$ cat src/rtl/core/tli_pkg.sv
`timescale 1ns / 1ps
// ----------------------------------------------------------------------------
// tli_pkg
// Shared types and constants of the breakpoint table interpolator.
// ----------------------------------------------------------------------------
package tli_pkg;

   localparam int unsigned DEF_TABLE_DEPTH = 256;
   localparam logic [31:0] DEF_WRAP_PERIOD = 32'd5940;
   localparam logic [31:0] DEF_FLUX_THRESH = 32'd0;

   // Configuration register map.
   localparam int unsigned CSR_ADDR_W = 3;
   localparam logic        REG_WRAP_PERIOD = 1'b0;
   localparam logic        REG_FLUX_THRESH = 1'b1;

   // Request kinds.
   localparam logic REQ_LOAD  = 1'b0;
   localparam logic REQ_QUERY = 1'b1;

   // Response status codes.
   localparam logic [2:0] STAT_OK        = 3'd0;
   localparam logic [2:0] STAT_STORED    = 3'd1;
   localparam logic [2:0] STAT_FULL      = 3'd2;
   localparam logic [2:0] STAT_TOO_FEW   = 3'd3;
   localparam logic [2:0] STAT_EQUAL_T   = 3'd4;

   // Search token that travels down the row of table cells.
   typedef struct packed {
      logic [31:0] qtime;
      logic [31:0] prev_time;
      logic [31:0] prev_flux;
      logic [31:0] t0;
      logic [31:0] f0;
      logic [31:0] t1;
      logic [31:0] f1;
      logic        found;
   } token_type;

endpackage

$ cat src/rtl/core/tli_cell.sv
`timescale 1ns / 1ps
// ----------------------------------------------------------------------------
// tli_cell
// One breakpoint of the table. Holds its time and flux and checks the
// search token as it passes, then hands the token on to the next cell.
// ----------------------------------------------------------------------------
module tli_cell #(
   parameter int unsigned IDX   = 0,
   parameter int unsigned CNT_W = 9
) (
   input  logic                 clock,
   input  logic                 reset,
   input  logic                 wr_en,
   input  logic [31:0]          wr_time,
   input  logic [31:0]          wr_flux,
   input  logic [CNT_W-1:0]     count,
   input  tli_pkg::token_type   tok_in,
   output tli_pkg::token_type   tok_out
);
   import tli_pkg::*;

   logic [31:0] time_ff;
   logic [31:0] flux_ff;
   token_type   tok_ff;
   token_type   tok_in_nxt;
   logic        hit;

   // Entry storage, written once when this slot is appended.
   always_ff @(posedge clock) begin
      if (wr_en && (count == CNT_W'(IDX))) begin
         time_ff <= wr_time;
         flux_ff <= wr_flux;
      end
   end

   // Slot one always provides the fallback pair; later slots take over
   // only for the first stored entry at or after the query time.
   always_comb begin
      tok_in_nxt           = tok_in;
      tok_in_nxt.prev_time = time_ff;
      tok_in_nxt.prev_flux = flux_ff;
      hit                  = time_ff >= tok_in.qtime;
      if (IDX == 1) begin
         tok_in_nxt.t0    = tok_in.prev_time;
         tok_in_nxt.f0    = tok_in.prev_flux;
         tok_in_nxt.t1    = time_ff;
         tok_in_nxt.f1    = flux_ff;
         tok_in_nxt.found = hit;
      end else if ((IDX > 1) && (CNT_W'(IDX) < count) && !tok_in.found && hit) begin
         tok_in_nxt.t0    = tok_in.prev_time;
         tok_in_nxt.f0    = tok_in.prev_flux;
         tok_in_nxt.t1    = time_ff;
         tok_in_nxt.f1    = flux_ff;
         tok_in_nxt.found = 1'b1;
      end
   end

   // Token register toward the neighbor.
   always_ff @(posedge clock) begin
      if (reset) begin
         tok_ff.found <= 1'b0;
      end else begin
         tok_ff.found <= tok_in_nxt.found;
      end
      tok_ff.qtime     <= tok_in_nxt.qtime;
      tok_ff.prev_time <= tok_in_nxt.prev_time;
      tok_ff.prev_flux <= tok_in_nxt.prev_flux;
      tok_ff.t0        <= tok_in_nxt.t0;
      tok_ff.f0        <= tok_in_nxt.f0;
      tok_ff.t1        <= tok_in_nxt.t1;
      tok_ff.f1        <= tok_in_nxt.f1;
   end

   assign tok_out = tok_ff;

endmodule

$ cat config.mk
export PLATFORM = sky130hd
export DESIGN_NAME = tli_cell
export DESIGN_NICKNAME = d
export VERILOG_FILES = /design/src/rtl/core/tli_pkg.sv /design/src/rtl/core/tli_cell.sv
export SDC_FILE = /design/constraint.sdc
export NUM_CORES = 1
export LEC_CHECK = 0
export BUFFER_PORTS_ARGS = -buffer_cell sky130_fd_sc_hd__buf_2
export CORE_AREA = 2 2 206 208
export CTS_CLUSTER_SIZE = 20
export DETAILED_ROUTE_END_ITERATION = 16
export DIE_AREA = 0 0 208 210
export PLACE_DENSITY = 0.51
export SLEW_MARGIN = 10
export SYNTH_ARGS = -nofsm -noshare
export SYNTH_HDL_FRONTEND = slang
export SYNTH_SLANG_ARGS = --single-unit
$ cat constraint.sdc
create_clock -name clock -period 2.6 [get_ports clock]
set_clock_uncertainty 0.2 [all_clocks]
set_input_delay 0.26 -clock clock [delete_from_list [all_inputs] [get_ports clock]]
set_output_delay 0.26 -clock clock [all_outputs]
set_load 0.01 [all_outputs]
# Word level (Yosys, flattened, before mapping)
# Index checks and enable logic that the tools add are counted.
dict set report totals {
  regBits 289
  in_bits 301
  word_cells 12
}
dict set report op_classes {
  n_reduce_logical 2
}
# operator count
set ops {}
lappend ops {{zero test 9 bit} 1}
lappend ops {{logical AND 1 bit} 1}

# Depth between registers and ports, before layout
dict set report depth {
  ltp_word 2
  ltp_mapped 2
  ltp_nobuf 2
}

# Least setup slack after synthesis
# Ideal clock, no wire load.
dict set report synth_path {
  path_type {input-to-reg}
  from {input port count[5]}
  to {register flux_ff[0], enable pin}
  setup_ps 430
  arrival_time_ps 2130
  setup_slack_ps -160
  path_stages 2
  path_buffers 0
  path_cell_list {nor4_1 and4b_1}
}
dict set report synth_between {
  elab_chain_len 2
}
# element line
set synth_lines {}
lappend synth_lines {{start, declared} tli_cell.sv:16} ;# input logic [CNT_W-1:0] count,
lappend synth_lines {{zero test 9 bit} tli_cell.sv:30} ;# if (wr_en && (count == CNT_W'(IDX))) begin
lappend synth_lines {{logical AND 1 bit} tli_cell.sv:30}
lappend synth_lines {{end signal, assigned} tli_cell.sv:32} ;# flux_ff <= wr_flux;
lappend synth_lines {{end, declared} tli_cell.sv:23} ;# logic [31:0] flux_ff;
# Every way passes these cells.
# A chain may end at the register's enable or synchronous reset.

# Final worst setup path
dict set report layout_path {
  from {register tok_ff, in the netlist tok_out[0]}
  to {output port tok_out[0] (netlist name)}
}
# element line
set layout_rtl {}
lappend layout_rtl {{start, declared} tli_cell.sv:24} ;# token_type tok_ff;
lappend layout_rtl {{end, declared} tli_cell.sv:18} ;# output tli_pkg::token_type tok_out
# No word-level cell between the ends.

==> impl_results.md <==
- Overall Global Routing Usage: 0.0921
- Final Routed Wirelength: 21100 µm
- Maxcap violations: 0
- Hold Vio Cnt, Final: 0
- CTS buffer count: 31
- Avg Cell Area, Syn: 22.0 µm²
- Design area: between 10000 and 15000 µm²
- RR Endpoint: tok_out[141]
- RD Place Congestion: roughly 0.74
- Final setup violation count: 0
- Warnings, synthesis: 0
- Area growth from synthesis to layout: 98.3%
- Status: finished clean
- Core area: 41500 µm²
- Seq cells post-synth: roughly 290
- Unrepaired setup endpoints after global routing: false
- Ant. Diodes: 0
- Initial antenna violation count: 2
- Die extent in x: 208 µm
- WP depth: 1
- Yosys top cell by area: dfxtp_1
- CP max stage delay: 0.39 ns
- Startpoint type of the worst setup path: flop
- Critical R2R Launch: flux_ff[12]
- Busiest layer in global routing: met2
- IO buf count: around 460
- Count leader, synth: dfxtp_1
- Post-synth top flop: dfxtp_1
- WL per Instance: roughly 13 µm
- Starting density of the core: 0.156
- Share of cells above drive strength 1: 0.494
- Crit share post-route: 0.607
- Clk buf depth: 3
- First-pass GRT wire length: roughly 31000 µm
- Syn Inst Count: 293
- CP top delay family: flip-flops
- DPL Wire Length: 14300 µm
- Met2 Use GR: 0.155
- Worst setup EP type: primary output
- Fmax: about 0.63 GHz
- Mapped Area: approximately 6500 µm²
- Largest net degree at the start of global routing: 26
- Setup crit start: tok_out[0]
- Number of synthesized flops with an enable pin: 64
- Grt total ovfl: 0
- Static leakage: 5.78 nW
- Via density: 3.25
- Nets: 1319
- H-tree depth: 1
- Worst-path clk slew: 0.06 ns
- Crit-path cells: buf_2
- P per Cell Area: 773 nW/µm²
- Total number of vias: 5145
- Die ar.: 43700 µm²
- Slew headroom: 0.745
- Slew @ Worst Pin: 0.383 ns
- Iteration-0 DRC Markers: between 100 and 150
- Die H: 210 µm
- DRC violations left: 0
- Bufs and invs on worst path: 1
- Sequential fraction of the synthesis area: 0.996
- Worst R2R Path Depth: 0
- Clk sinks: roughly 290
- Routing usage on met1: 0.107
- Top cells by count, synth: dfxtp_1 (225), edfxtp_1 (64), nor4_1 (2), and4b_1 (1), nor2b_1 (1)
- CP Data Required Time: 2.14 ns
- Async SR Flop Fraction: 0
- Worst Path Max Fanout: 1
- Setup TNS: 0 ns
- Fin. max-slew vios: 0
- Synth top area share: 0.698
- I/O pin cnt: 526
- CTS resizes: 0
- Final Power: 9.90 mW
- Tmin final: 1.58 ns
- Distinct cell type count after synthesis: 5
- End of the critical path: tok_out[0]
- Std cell rows: 75
- Worst hold path type: in -> reg
- GRT met3 Usage: 0.0311
- Worst path slowest cell: dfxtp_1
- Critical path arrival: between 1 and 1.5 ns
- Drt pass-1 iters: 4
- Syn nets: around 590
- Worst-Skew Late Latency: ~0.56 ns
- Worst-case vdd ir drop: 0.000513 V
- CTS tree: built
- Clock root cell: clkbuf_16
- WS Path Type: reg -> out
- Placed Area: 9490 µm²
- Reg2reg setup slack: 1.87 ns
- Vias in the first global route: 5679
- Leading post-synthesis cells by cell area: dfxtp_1 (70%), edfxtp_1 (30%), nor4_1 (0.19%), and4b_1 (0.16%), nor2b_1 (0.097%)
- Final ANT Viol Nets: 0
[per-layer routing]
metal,vias up,part of all wire
met1,2341,0.40
met3,42,0.092
met2,321,0.47
met5,-,0.00057
li1,2439,-
met4,2,0.030
[layout make-up]
| cell class | instances | area, µm² |
|---|---|---|
| Fill cell | 4144 | 28700 |
| Timing Repair Buffer | 692 | 4620 |
| Clock inverter | 18 | 229 |
| Clock buffer | 40 | 820 |
| Tap cell | 539 | 674 |
| Sequential cell | 289 | 6430 |
| Multi-Input combinational cell | 4 | 32.5 |
[logic make-up after synthesis]
logic type / after synthesis / synth area share
DFF: 289 / 0.996
and+or+nand+nor: 4 / 0.00446
[power breakdown]
part           internal [mW]  switching [mW]
registers               4.72          0.0343
logic                  0.432           0.242
clock network           2.72            1.75
[per-stage QoR]
stage / std cells / worst slack [ns] / hold WS [ns] / util
3_5_place_dp: 1298 / 0.641 / 0.127 / 0.229
5_1_grt: 1582 / 0.955 / 0.0801 / 0.309
2_1_floorplan: 293 / 0.512 / 0.0877 / -
6_report: 1582 / 1.02 / 0.0865 / 0.309
3_3_place_gp: 1298 / 0.636 / 0.124 / 0.229
4_1_cts: 1582 / 0.958 / 0.0615 / 0.309
[state kept, by name, summed over array words and instances, names as in the netlist]
| signal | count |
|---|---|
| tok_out | 225 |
| flux_ff | 32 |
| time_ff | 32 |
[cells in the final DEF, fill, tap and decap left out, drive strengths merged]
| cell | Yosys | final |
|---|---|---|
| nor4 | 2 | 2 |
| edfxtp | 64 | 64 |
| inv | 0 | 2 |
| dlygate4sd3 | 0 | 226 |
| clkbuf | 0 | 40 |
| clkinvlp | 0 | 2 |
| clkinv | 0 | 9 |
| buf | 0 | 466 |
| bufinv | 0 | 5 |
| nor2b | 1 | 1 |
| dfxtp | 225 | 225 |
| and4b | 1 | 1 |
[repair_timing]
item / 4_1_cts / 5_1_grt
hold buffers: 226 / 0
buffers inserted: 0 / 0
endpoints found under the hold margin: 225 / 0
[worst min path at each step]
stage                startpoint      endpoint  slack [ns]  cells past startpoint
floorplan           tok_in[100]  tok_out[100]        0.09                      0
global placement    time_ff[17]  tok_out[178]        0.12                      0
detailed placement  time_ff[18]  tok_out[179]        0.13                      0
CTS                    count[8]   time_ff[26]        0.06                      2
global route           count[8]   flux_ff[24]        0.08                      2
finish                 count[8]   time_ff[26]        0.09                      2
(Power assumes the default switching activity.)
