[config.mk]
export PLATFORM = sky130hd
export DESIGN_NAME = tli_divider
export DESIGN_NICKNAME = d
export VERILOG_FILES = /design/src/rtl/core/tli_divider.sv
export SDC_FILE = /design/constraint.sdc
export NUM_CORES = 1
export LEC_CHECK = 0
export ABC_AREA = 0
export BUFFER_PORTS_ARGS = -buffer_cell sky130_fd_sc_hd__buf_2
export CAP_MARGIN = 20
export CORE_UTILIZATION = 27
export CTS_BUF_LIST = sky130_fd_sc_hd__clkbuf_4 sky130_fd_sc_hd__clkbuf_8
export CTS_CLUSTER_DIAMETER = 120
export CTS_CLUSTER_SIZE = 12
export DETAILED_ROUTE_END_ITERATION = 8
export GPL_TIMING_DRIVEN = 0
export SLEW_MARGIN = 20
export SYNTH_ARGS = -nofsm -noshare
export SYNTH_HDL_FRONTEND = slang
export SYNTH_SLANG_ARGS = --single-unit
[constraint.sdc]
create_clock -name clock -period 3.15 [get_ports clock]
set_input_delay 0.1575 -clock clock [delete_from_list [all_inputs] [get_ports clock]]
set_output_delay 0.1575 -clock clock [all_outputs]
set_load 0.01 [all_outputs]
[src/rtl/core/tli_divider.sv]
`timescale 1ns / 1ps
// ----------------------------------------------------------------------------
// tli_divider
// Restoring divider, 64-bit dividend by 32-bit divisor, one quotient bit
// per cycle. Used for the period wrap and for the interpolation quotient.
// ----------------------------------------------------------------------------
module tli_divider (
   input  logic        clock,
   input  logic        reset,
   input  logic        start,
   input  logic [63:0] dividend,
   input  logic [31:0] divisor,
   output logic        busy,
   output logic        done,
   output logic [63:0] quotient,
   output logic [31:0] remainder
);
   logic [31:0] rem_ff;
   logic [63:0] quo_ff;
   logic [31:0] dvs_ff;
   logic [5:0]  cnt_ff;
   logic        busy_ff;
   logic        done_ff;
   logic [32:0] shifted;
   logic [32:0] diff;
   logic        take;

   // One restoring step.
   always_comb begin
      shifted = {rem_ff, quo_ff[63]};
      diff    = shifted - {1'b0, dvs_ff};
      take    = shifted >= {1'b0, dvs_ff};
   end

   // Control: 64 steps after each start.
   always_ff @(posedge clock) begin
      if (reset) begin
         busy_ff <= 1'b0;
         done_ff <= 1'b0;
         cnt_ff  <= '0;
      end else begin
         done_ff <= 1'b0;
         if (start) begin
            busy_ff <= 1'b1;
            cnt_ff  <= '1;
         end else if (busy_ff) begin
            cnt_ff <= cnt_ff - 6'd1;
            if (cnt_ff == 6'd0) begin
               busy_ff <= 1'b0;
               done_ff <= 1'b1;
            end
         end
      end
   end

   // Datapath: the dividend shifts out as the quotient shifts in.
   always_ff @(posedge clock) begin
      if (start) begin
         rem_ff <= '0;
         quo_ff <= dividend;
         dvs_ff <= divisor;
      end else if (busy_ff) begin
         rem_ff <= take ? diff[31:0] : shifted[31:0];
         quo_ff <= {quo_ff[62:0], take};
      end
   end

   assign busy      = busy_ff;
   assign done      = done_ff;
   assign quotient  = quo_ff;
   assign remainder = rem_ff;

endmodule
# == Yosys cells after proc, flatten, opt, wreduce, memory -nomap -nowiden ==
# Cells that the tools add are included.
# totals
regBits,136
in_bits,99
elab_cells,22
# op_classes
add_sub_neg,2
n_lt_le_gt_ge,1
n_mux,9
n_bitwise,1
n_reduce_logical,3
# ops
cell,count
64-bit two-way mux,2
33-bit by 32-bit greater-or-equal comparator with 1-bit output,1
32-bit two-way mux,1
32-bit subtractor,1
6-bit two-way mux,2
6-bit zero test,1
6-bit by 1-bit subtractor with 6-bit output (second input constant),1
1-bit two-way mux,4
3-bit OR reduction,1
2-bit nonzero test,1
1-bit NOT,1

# == Depth between registers and ports, before layout ==
# Gate-level depths: netlist (run 1).
# logic_depth
depth_word,4
depth_mapped,14
ltp_nobuf,12

# == Worst setup path before layout (run 1) ==
# Ideal clock, no wire load.
# synth_timing
kind,register to register
from,"register quo_ff[63], in the netlist quotient[63]"
to,"register rem_ff[18], in the netlist remainder[18]"
arrival_ns,2.438
t_required_ns,3.022
slack_ns,0.584
path_stages_with_launch,13
n_path_buf,0
synth_period_minus_slack_ns,2.566
cell_sequence,edfxtp_1 -> inv_1 -> ha_1 -> fa_1 -> nor2b_1 -> o211ai_1 -> a31o_1 -> o211ai_1 -> nand2_1 -> xnor2_1 -> mux2_1 -> mux2i_1 -> nor2_1
# synth_between
elab_chain_len,2
# synth_rtl
item,line,source
"start, declared",19,logic [63:0] quo_ff;
"start signal, assigned",60,quo_ff <= dividend;
"start signal, assigned",64,"quo_ff <= {quo_ff[62:0], take};"
32-bit subtractor / 33-bit by 32-bit greater-or-equal comparator with 1-bit output (equally long branches),"31, 32",
32-bit two-way mux *,63,rem_ff <= take ? diff[31:0] : shifted[31:0];
"end signal, assigned",63,
"end, declared",18,logic [31:0] rem_ff;
# Every way passes the cells marked *; elsewhere a longest branch is shown, timed or not.
# A chain may end at the register's enable or synchronous reset.

# == Worst setup path in the final report (run 1) ==
# Same ends and word-level chain as after synthesis.

==> qor.tcl, run 1 <==
set qor(floorplan.die.height_um) 167
set qor(timing.slew.headroom_pct) 45.1
set qor(number_of_buffers_on_the_longest_clock_path) 2
set qor(detailedRoute.firstPassIterationCount) 5
set qor(post_synth.cell_area_avg_um2) 11.0
set qor(place.gp.congestion) 0.895
set qor(die_area_um2) 27800
set qor(dp.final_hpwl_um) 16200
set qor(dpl-instance-area_um2) 8740
set qor(skew_ps) 21.0
set qor(clock_sinks) 136
set qor(clk_latency_ps) 470
set qor(finalCoreUtilization_pct) 38.5
set qor(fin_crit_period_ps) 2940
set qor(crit_path_cell_trace) {inv_1 > ha_1 > fa_1 > nor2b_1 > o211ai_1 > a31o_1 > o211ai_1 > buf_4 > nand2_1 > xnor2_1 > mux2_1 > mux2i_1 > nor2_1}
set qor(grt_antenna_before_repair) 0
set qor(power.density_cell_area_nw_per_um2) 490
set qor(post-synth-top-area-cell) {sky130_fd_sc_hd__edfxtp_1}
set qor(coreArea_um2) 26400
set qor(count_of_flip_flops_with_a_built_in_enable_after_synthesis) 96
set qor(run_status) {finished clean}
set qor(tritoncts_buffers) 17
set qor(timing_worst_slew_pin_value_ps) 824
set qor(pin_count_of_the_biggest_net_entering_global_routing) 34
set qor(static-leakage-power_nw) 4.30
set qor(ys_seq_elements) 136
set qor(clk_pin_slew_worst_paths_ps) 100
set qor(initial_core_util_pct) 27.8
set qor(ys_async_sr_fraction_pct) 0
set qor(buffers_plus_inverters_on_the_worst_setup_path) 2
set qor(nNetsFinal) 1111
set qor(ir_worst_vdd_mv) 0.331
set qor(first_global_vias) 6505
set qor(worst_path_largest_cell_delay_ps) 410
set qor(max_freq_mhz) 341
set qor(global_route.overflow_total) 0
set qor(setup-violations-final) 0
set qor(power.total_mw) 4.97
set qor(avgViaCountPerCell) 4.77
set qor(pin_count) 197
set qor(ant_nets) 0
set qor(dr_total_vias) 6318
set qor(num_rows) 59
set qor(final_slew_viol_count) 0
set qor(hold_path_class) {input pin to flip-flop}
set qor(buffers_on_ports) 195
set qor(hold_violations) 0
set qor(timing.critical_path.fanout_max) 5
set qor(slowest_cell_on_the_critical_path) {sky130_fd_sc_hd__fa_1}
set qor(track_usage_pct) 16.9
set qor(layout-area-overhead-vs-synth_pct) 38.6
set qor(critical_path.most_common_cell) {sky130_fd_sc_hd__o211ai_1}
set qor(syn_nets) 798
set qor(arrival_ps) 3260
set qor(synthesis.instances) 664
set qor(critical_path.top_delay_family) {compound AO/OA/AOI/OAI gates}
set qor(clock_tree_from_tritoncts) {built}
set qor(drive_above_1_share_pct) 32.0
set qor(drt_drc_violations_left) 0
set qor(final_worst_path_cycle_share_pct) 93.2
set qor(dp_worst_setup_slack_ps) 198
set qor(yosys_most_used_dff) {sky130_fd_sc_hd__edfxtp_1}
set qor(synthTopCellsByArea) {sky130_fd_sc_hd__edfxtp_1 (39%), sky130_fd_sc_hd__dfxtp_1 (11%), sky130_fd_sc_hd__mux2_2 (9.8%)}
set qor(ys_types) 59
set qor(filler_cell_count_in_the_final_layout) 2573
set qor(synthDominantCellAreaShare_pct) 39.4
set qor(synth-warning-count) 0
set qor(cap_violations) 0
set qor(mappedNetlistArea_um2) 7320
set qor(timing.critical_path.required_ps) 3470
set qor(detail_route.wirelength_um) 22900
set qor(fin_hold_ws_ps) 328
set qor(num_antenna_cells) 0
set qor(setup_slack_ps) 214
set qor(share_of_the_yosys_chip_area_belonging_to_registers_pct) 50.3
set qor(grt_pass1_wl_um) 36000
set qor(detailedRoute.firstIterationViolations) 314
set qor(postLayoutCellArea_um2) 10100
set qor(h-tree-depth) 4
set qor(route.detailed.wl_per_inst_um) 17.3
set qor(cp-end-kind) {flip-flop}
set qor(worstSetupPathType) {flip-flop to flip-flop}
set qor(floorplan.die.width_um) 167
set qor(cts.root.buffer_cell) {sky130_fd_sc_hd__clkbuf_8}
set qor(crit_path_start_kind) {flip-flop}
## power by group
part	switching (mW)	total (mW)	internal [mW]
registers	0.108	2.21	2.11
clock network	0.807	1.54	0.731
logic	0.657	1.22	0.560
## stage by stage
stage	setup TNS, ps	instances
after floorplan	0	664
after global placement	-17740	1194
after detailed placement	0	1195
after CTS	0	1324
after global routing	-17.6	1325
final	0	1325
## area by class of cell
| class | count | area [µm²] | share of cell area (%) |
|---|---|---|---|
| sequential | 136 | 3680 | 36.3 |
| clock inverter | 14 | 161 | 1.59 |
| timing repair buffer | 294 | 1970 | 19.5 |
| clock buffer | 18 | 241 | 2.38 |
| multi-input combinational | 455 | 3350 | 33.0 |
| tap | 335 | 419 | 4.13 |
| inverter | 40 | 150 | 1.48 |
| buffer | 33 | 160 | 1.58 |
## cell families after synthesis
| kind of cell | Yosys count | synth area share [%] |
|---|---|---|
| multiplexers | 73 | 11.1 |
| adder cells (fa/ha/maj) | 35 | 6.09 |
| flip-flops | 136 | 50.3 |
| AO/OA/AOI/OAI | 144 | 13.8 |
| XOR/XNOR | 34 | 4.07 |
| AND/OR/NAND/NOR | 169 | 10.4 |
| buffers and inverters | 73 | 4.21 |
## sequential cells by signal (all words and copies together) (netlist names)
| name | count |
|---|---|
| quotient | 64 |
| remainder | 32 |
| dvs_ff | 32 |
| cnt_ff | 6 |
| done | 1 |
| busy | 1 |
## worst paths after layout
path,startpoint,endpoint,slack [ps],cells past startpoint
worst min register to register,remainder[8],remainder[9],510,2
worst max-delay path,quotient[63],remainder[18],210,13
worst max register to register,quotient[63],remainder[18],210,13
worst min-delay path,start,dvs_ff[24],330,1
## metal layers
layer | global-route usage (%) | part of all wire (%)
met2 | 28.3 | 48
met1 | 20.8 | 43
met4 | 5.07 | 1.3
met3 | 5.06 | 7.4
met5 | 0 | 0
## synth_stat cells, drive strengths merged (2+ instances only)
cell / instances
a211oi: 8
a21o: 14
a21oi: 38
a221o: 2
a311oi: 18
a31o: 3
a31oi: 9
and3: 3
and4: 3
buf: 11
clkbuf: 22
dfxtp: 40
edfxtp: 96
ha: 34
inv: 40
mux2: 66
mux2i: 7
nand2: 63
nand2b: 7
nand3: 4
nand4: 6
nor2: 64
nor2b: 3
nor3: 4
nor3b: 2
nor4b: 2
o211ai: 8
o21a: 11
o21ai: 17
o21bai: 5
o41ai: 4
or2: 3
or3: 2
xnor2: 23
xor2: 11
## timing repair
item                                   CTS  global route
hold buffers                            97             0
endpoints found under the hold margin   99             0
resized for setup                        0             5
setup endpoints to repair                0             8
setup buffers                            0             1
## layout by cell type, fill, tap and decap left out, drive strengths merged, types with 11 or more instances in the layout
cell	Yosys	routed
xnor2	23	23
nor2	64	64
a311oi	18	18
ha	34	34
inv	40	47
nand2	63	63
mux2	66	66
xor2	11	11
buf	11	207
dfxtp	40	40
a21oi	38	38
edfxtp	96	96
clkbuf	22	41
a21o	14	14
dlygate4sd3	0	97
o21a	11	11
o21ai	17	17
Note: power is estimated with default switching activity, not from simulation.
==> inputs of run 2 (changes only) <==
--- a/config.mk
+++ b/config.mk
@@ -8,8 +8,8 @@
 export ABC_AREA = 0
 export BUFFER_PORTS_ARGS = -buffer_cell sky130_fd_sc_hd__buf_2
 export CAP_MARGIN = 20
-export CORE_UTILIZATION = 27
-export CTS_BUF_LIST = sky130_fd_sc_hd__clkbuf_4 sky130_fd_sc_hd__clkbuf_8
+export CORE_UTILIZATION = 25
+export CTS_BUF_LIST = sky130_fd_sc_hd__clkbuf_4
 export CTS_CLUSTER_DIAMETER = 120
 export CTS_CLUSTER_SIZE = 12
 export DETAILED_ROUTE_END_ITERATION = 8
==> run 2 against run 1 <==
Compared with the run above: clock skew grew 16 ps; maximum frequency shrank 2.5%; non-clock buffer count stayed put; wire length decreased by 0.54%; sequential cell count unchanged; combinational power hardly changed; first-iteration DRC count is 1.6% lower; register-to-register slack worse by 80 ps; hold slack worse by 120 ps; critical path depth unchanged.
==> qor.tcl, run 2 (same netlist as run 1, synthesis figures left out) <==
set qor(clock_sinks) 136
set qor(layout_commonest_cell) {sky130_fd_sc_hd__buf_2}
set qor(tritoncts_buffers) 17
set qor(final_slew_viol_count) 0
set qor(power.density_cell_area_nw_per_um2) 460
set qor(power.total_mw) 4.63
set qor(final-instance-count-excl-fill) 1376
set qor(place.gp.congestion) 0.891
set qor(grt_pass1_wl_um) 35100
set qor(crit_path_start_kind) {flip-flop}
set qor(cts.root.buffer_cell) {sky130_fd_sc_hd__clkbuf_4}
set qor(detailedRoute.firstIterationViolations) 309
set qor(detailedRoute.firstPassIterationCount) 5
set qor(static-leakage-power_nw) 4.27
set qor(arrival_ps) 3450
set qor(track_usage_pct) 15.4
set qor(postLayoutCellArea_um2) 10100
set qor(timing.critical_path.required_ps) 3590
set qor(timing.slew.headroom_pct) 43.2
set qor(global_route.overflow_total) 0
set qor(timing.critical_path.fanout_max) 5
set qor(ff2ff_setup_slack_ps) 140
set qor(die_area_um2) 30000
set qor(cp-end-kind) {flip-flop}
set qor(coreArea_um2) 28800
set qor(avgViaCountPerCell) 4.59
set qor(detail_route.wirelength_um) 22800
set qor(number_of_buffers_on_the_longest_clock_path) 2
set qor(num_rows) 62
set qor(hold_violations) 0
set qor(h-tree-depth) 4
set qor(setup_slack_ps) 138
set qor(dp_worst_setup_slack_ps) 129
set qor(grt_antenna_before_repair) 2
set qor(buffers_on_ports) 195
set qor(fin_hold_ws_ps) 206
set qor(finalSetupTns_ps) 0
set qor(finalCoreUtilization_pct) 35.0
set qor(worstSetupPathType) {flip-flop to flip-flop}
set qor(largest_register_ffs) 64
set qor(floorplan.die.width_um) 173
set qor(hold_path_class) {input pin to flip-flop}
set qor(ir_worst_vdd_mv) 0.364
set qor(dp.final_hpwl_um) 16600
set qor(dpl-instance-area_um2) 8800
set qor(run_status) {finished clean}
set qor(pin_count_of_the_biggest_net_entering_global_routing) 37
set qor(cap_violations) 0
set qor(clock_tree_from_tritoncts) {built}
set qor(commonest_cells_after_routing_fill_and_taps_aside) {sky130_fd_sc_hd__buf_2 (200), sky130_fd_sc_hd__dlygate4sd3_1 (97), sky130_fd_sc_hd__edfxtp_1 (96)}
set qor(dr_total_vias) 6317
set qor(floorplan.die.height_um) 173
set qor(skew_ps) 37.4
set qor(drive_above_1_share_pct) 31.9
set qor(cell_count_after_placement) 1244
set qor(filler_cell_count_in_the_final_layout) 2949
set qor(first_global_vias) 6394
set qor(clk_latency_ps) 590
set qor(nNetsFinal) 1111
set qor(rr_worst_depth) 13
set qor(min_path_cells) 1
set qor(pin_count) 197
set qor(fin_crit_period_ps) 3010
set qor(clk_pin_slew_worst_paths_ps) 140
set qor(route.detailed.wl_per_inst_um) 16.6
set qor(setup-violations-final) 0
set qor(max_freq_mhz) 332
set qor(layout-area-overhead-vs-synth_pct) 37.7
set qor(timing_worst_slew_pin_value_ps) 852
set qor(ant_nets) 0
set qor(final_worst_path_cycle_share_pct) 95.6
set qor(drt_drc_violations_left) 0
set qor(initial_core_util_pct) 25.4
==> run 2: changes by cell type in the layout (fill, tap and decap cells not counted), sizes merged <==
cell / change
inv: -5
clkinv: +6
clkbuf: +2
diode: +2
clkinvlp: -3
==> run 2: final cells by class <==
cell class | instances | area (µm²) | share of cell area [%]
clock inverter | 12 | 125 | 1.24
tap | 384 | 480 | 4.77
timing repair buffer | 294 | 1970 | 19.6
inverter | 40 | 150 | 1.49
antenna | 2 | 5.00 | 0.0497
sequential | 136 | 3680 | 36.5
clock buffer | 20 | 150 | 1.49
buffer | 33 | 160 | 1.59
multi-input combinational | 455 | 3350 | 33.2
==> run 2: worst max-delay path, stage by stage, from the launching register on <==
cell and delay, ps:
sky130_fd_sc_hd__edfxtp_1 480, sky130_fd_sc_hd__inv_1 80, sky130_fd_sc_hd__ha_1 230, sky130_fd_sc_hd__fa_1 410
sky130_fd_sc_hd__nor2b_1 180, sky130_fd_sc_hd__o211ai_1 130, sky130_fd_sc_hd__a31o_1 310, sky130_fd_sc_hd__o211ai_1 200
sky130_fd_sc_hd__buf_4 160, sky130_fd_sc_hd__nand2_1 60, sky130_fd_sc_hd__xnor2_1 120, sky130_fd_sc_hd__mux2_1 310
sky130_fd_sc_hd__mux2i_1 140, sky130_fd_sc_hd__nor2_1 50
==> run 2: power by group <==
part | total (mW) | switching, mW | internal, mW | leakage (nW)
logic | 1.21 | 0.654 | 0.560 | 2.83
clock network | 1.20 | 0.707 | 0.494 | 0.151
registers | 2.22 | 0.112 | 2.11 | 1.29
==> run 2: metal layers <==
layer / part of all wire, % / track usage [%] / vias to the layer above / wire (µm)
met5: 0 / 0 / - / 0
met2: 47 / 25.4 / 239 / 10700
li1: - / - / 3066 / -
met3: 7.3 / 5.12 / 26 / 1670
met1: 44 / 18.8 / 2986 / 10000
met4: 1.8 / 5.01 / 0 / 412
==> run 2: what timing repair did <==
action | in CTS | in global routing
endpoints found under the hold margin | 104 | 0
hold buffers | 97 | 0
buffers inserted | 0 | 1
resized for setup | 0 | 5
endpoints found under the setup margin | 0 | 7
==> run 2: final timing paths <==
kind	startpoint	endpoint
setup / recovery	quotient[63]	remainder[18]
setup reg to reg	quotient[63]	remainder[18]
hold reg to reg	remainder[20]	remainder[21]
hold / removal	start	dvs_ff[2]
